[src/hw/rtl/mt64_pkg.sv]
package mt64_pkg;

    // Table geometry
    localparam int STATE_DEPTH   = 312;
    localparam int MIDDLE_OFFSET = 156;
    localparam int ADDR_W        = $clog2(STATE_DEPTH);
    localparam int WORD_W        = 64;
    localparam int HALF_W        = WORD_W / 2;

    // word_index code for a table that has never been seeded
    localparam logic [ADDR_W-1:0] UNSEEDED_MARK = ADDR_W'(STATE_DEPTH + 1);

    // Seeding recurrence multiplier and its halves
    localparam logic [WORD_W-1:0] SEED_MULT    = 64'd6364136223846793005;
    localparam logic [HALF_W-1:0] SEED_MULT_LO = SEED_MULT[HALF_W-1:0];
    localparam logic [HALF_W-1:0] SEED_MULT_HI = SEED_MULT[WORD_W-1:HALF_W];
    localparam logic [WORD_W-1:0] SEED_RESET   = 64'd5489;

    // Twist constants: upper part is bits 63..31, lower part bits 30..0
    localparam logic [WORD_W-1:0] TWIST_MATRIX = 64'hB5026F5AA96619E9;
    localparam int                LOW_BITS     = 31;

    // Tempering masks
    localparam logic [WORD_W-1:0] TEMPER_MASK_A = 64'h5555555555555555;
    localparam logic [WORD_W-1:0] TEMPER_MASK_B = 64'h71D67FFFEDA60000;
    localparam logic [WORD_W-1:0] TEMPER_MASK_C = 64'hFFF7EEE000000000;

    // Request from the sequencer to the state table
    typedef struct packed {
        logic              we;
        logic [ADDR_W-1:0] waddr;
        logic [WORD_W-1:0] wdata;
        logic              re;
        logic [ADDR_W-1:0] raddr_a;
        logic [ADDR_W-1:0] raddr_b;
    } t_ram_req;

    // Output tempering, four shift-and-xor steps, the first three masked
    function automatic logic [WORD_W-1:0] temper(input logic [WORD_W-1:0] w);
        logic [WORD_W-1:0] y;
        y = w;
        y = y ^ ((y >> 29) & TEMPER_MASK_A);
        y = y ^ ((y << 17) & TEMPER_MASK_B);
        y = y ^ ((y << 37) & TEMPER_MASK_C);
        y = y ^ (y >> 43);
        return y;
    endfunction

endpackage

[src/hw/rtl/mt64_mul.sv]
module mt64_mul (
    input  logic                           i_clk,
    input  logic [mt64_pkg::HALF_W-1:0]    i_a,
    input  logic [mt64_pkg::HALF_W-1:0]    i_b,
    output logic [mt64_pkg::WORD_W-1:0]    o_p
);

    // Shared 32x32 multiplier, product registered
    logic [mt64_pkg::WORD_W-1:0] r_p;

    always_ff @(posedge i_clk) begin
        r_p <= mt64_pkg::WORD_W'(i_a) * mt64_pkg::WORD_W'(i_b);
    end

    assign o_p = r_p;

endmodule

[config.mk]
export PLATFORM = sky130hd
export DESIGN_NAME = mt64_mul
export DESIGN_NICKNAME = d
export VERILOG_FILES = /design/src/hw/rtl/mt64_pkg.sv /design/src/hw/rtl/mt64_mul.sv
export SDC_FILE = /design/constraint.sdc
export NUM_CORES = 2
export LEC_CHECK = 0
export ABC_AREA = 1
export BUFFER_PORTS_ARGS = -buffer_cell sky130_fd_sc_hd__buf_2
export CAP_MARGIN = 0
export CORE_ASPECT_RATIO = 1.2
export CORE_UTILIZATION = 60
export DETAILED_ROUTE_END_ITERATION = 7
export GPL_TIMING_DRIVEN = 0
export HOLD_SLACK_MARGIN = 0.03
export PLACE_DENSITY_LB_ADDON = 0.2
export SYNTH_ARGS = -nofsm -noshare
export SYNTH_HDL_FRONTEND = slang
export SYNTH_SLANG_ARGS = --single-unit
[constraint.sdc]
create_clock -name i_clk -period 7.3 [get_ports i_clk]
set_input_delay 1.46 -clock i_clk [delete_from_list [all_inputs] [get_ports i_clk]]
set_output_delay 1.46 -clock i_clk [all_outputs]
set_load 0.005 [all_outputs]
==> reports/results.ini <==
[min_path]
min_to = o_p[0]$_DFF_P_
min_from = i_b[0]
whs_path_depth = 3
min_path_type = input port to register

[synthesis]
syn_avg_cell_area_um2 = 7.45
ys.flop_type = dfxtp_1
synth_seq_area_share_pct = 3.43
synth_cell_types = 23
synth-edff-count = 0
syn_nets = 6247
synth.yosys.warnings = 0
netlist_instances = 5023
synth_seq_cells = 64
synth_area_um2 = 37400
async_reset_ff_share_pct = 0

[layout]
drive_gt1_share_pct = 19.1
design_area_um2 = 45900
fin_nets = 6564
fillers = 4384
final_cell_mix = inv_1 (1644), nand2_1 (1404), fa_1 (820)
syn_to_final_growth_pct = 22.7
largest_reg_flops = 64
layout_commonest_cell = inv_1

[sta]
post-route-period-util_pct = 108
hold_viol = 0
slew_headroom_pct = 29.8
setup_slack_ns = -0.589
max_freq_mhz = 127
worst_slew_pin_slew_ns = 1.05
grt_setup_unrepaired = true
slew_viol_final = 0
fin_crit_ns = 7.89
setup_violations = 40

[detailed_routing]
first_pass_iters = 6
vias = 34900
routed_wl_mm = 156
detail_route.wl_per_cell_um = 25.2
drcViolationCount = 1
drt-initial-drc-count = 4074
postRouteAntennaNets = 0
detail_route.vias_per_cell = 5.67

[critical_path]
cp.required_ns = 7.54
endpoint_kind = register
cp.arrival_ns = 8.13
crit_fanout = 10
start_kind = input port
crit_type = input port to register

[clock_network]
htreeDepth = 3
cts_buffer_depth = 2
path_clk_slew_ns = 0.05
cts_buffers = 9
cts_hold_buf = 0
cts.sinks = 64
cts_tree = yes
root_buffer = clkbuf_16

[die]
fp.dieW_um = 230
ios = 129
fp.coreArea_um2 = 61200
die_area_um2 = 63300
die_h_um = 276
start_util_pct = 61.1
rows = 99

[global_routing]
grt_overflow_total = 0
antenna_found_initial = 16
grt_pass1_vias = 35600
grt_max_degree = 11
grt.total_usage_pct = 48.4
grt_pass1_wl_mm = 220

[placed_design]
io_buffers = 128
dp_hpwl_mm = 115
post_dp_cell_area_um2 = 39100
place.gp.congestion = 1.06

[status]
failed_checks = design-rule violations, negative setup slack
status = complete, but fails checks

[job]
maxCapViolations = 0

## worst max-delay path by stage
stage / from / endpoint / cells after the start
finish: i_b[15] / o_p[32]$_DFF_P_ / 24
global route: i_b[15] / o_p[61]$_DFF_P_ / 25
CTS: i_b[10] / o_p[62]$_DFF_P_ / 26
detailed placement: i_a[7] / o_p[63]$_DFF_P_ / 24
global placement: i_a[7] / o_p[31]$_DFF_P_ / 22
floorplan: i_a[25] / o_p[60]$_DFF_P_ / 26
## cells in the mapped netlist, types with 2 or more instances
| library cell | n | area (um2) |
|---|---|---|
| inv_2 | 12 | 45.0 |
| dfxtp_1 | 64 | 1280 |
| nand4_1 | 16 | 100 |
| inv_1 | 1723 | 6470 |
| nor3_1 | 11 | 55.1 |
| nand3_2 | 9 | 90.1 |
| o21bai_1 | 11 | 82.6 |
| nand2_2 | 15 | 93.8 |
| nor2_2 | 14 | 87.6 |
| ha_1 | 263 | 3290 |
| nand3_1 | 56 | 280 |
| a21oi_1 | 43 | 215 |
| xor2_1 | 33 | 289 |
| clkbuf_1 | 192 | 721 |
| xnor2_1 | 2 | 17.5 |
| nor3_2 | 6 | 60.1 |
| o21ai_0 | 2 | 10.0 |
| nor2_4 | 6 | 67.6 |
| fa_1 | 896 | 17900 |
| nand2_1 | 1566 | 5880 |
| nor2_1 | 81 | 304 |
## worst max-delay path: stages
cell	delay, ns
buf_2	0.19
buf_8	0.21
nand2_1	0.08
inv_1	0.11
fa_1	0.47
fa_1	0.53
inv_1	0.06
fa_1	0.61
fa_1	0.80
inv_2	0.08
fa_2	0.62
fa_1	0.46
fa_2	0.66
fa_2	0.50
ha_4	0.34
nand2_4	0.08
nor2_4	0.11
inv_4	0.06
nor2_4	0.14
inv_4	0.06
nor2_4	0.09
nand2_1	0.08
nand2_2	0.11
xor2_2	0.23
## routing by layer
layer | vias to the layer above | global-route usage, % | part of all wire [%]
li1 | 14300 | - | -
met1 | 16800 | 53.6 | 31
met2 | 2790 | 73.2 | 42
met3 | 1060 | 21.7 | 16
met4 | 14 | 37.3 | 11
met5 | - | 0 | 0.16
## per-stage QoR
step	worst slack [ns]	hold WS (ns)	util (%)	setup TNS, ns	instances
final	-0.589	1.41	75.0	-18.29	6167
after floorplan	0.0256	1.56	-	0	5023
after global routing	-0.627	1.43	74.9	-20.09	6153
after global placement	-1.64	1.75	63.8	-62.16	5959
after detailed placement	-1.63	1.75	63.8	-62.76	5959
after CTS	-0.0586	1.40	72.5	-0.332	6100
## cell type report
cell class                 count  area [um2]  share of cell area (%)
tap                          808        1010                    2.20
clock inverter                 3        42.5                  0.0927
multi-input combinational   3032       30800                    67.1
timing repair buffer         307        2630                    5.73
inverter                    1735        6540                    14.2
clock buffer                  12         246                   0.537
buffer                       191        3290                    7.16
sequential                    64        1280                    2.79
antenna                       15        37.5                  0.0818
## logic make-up after synthesis
group	Yosys count	synth area share, %
buffers and inverters	1927	19.3
AOI/OAI and AO/OA	57	0.853
and+or+nand+nor	1781	18.8
DFF	64	3.43
xor gates and xnor gates	35	0.820
adders and majority gates	1159	56.8
## what timing repair did
item,in CTS,in global routing
endpoints found under the setup margin,50,46
pin swaps,218,210
buffers inserted,123,49
cloned,3,4
gates resized for setup,985,341
Power is not shown: default switching activity piles up to over one toggle a cycle in this logic, so the estimate is an artifact.
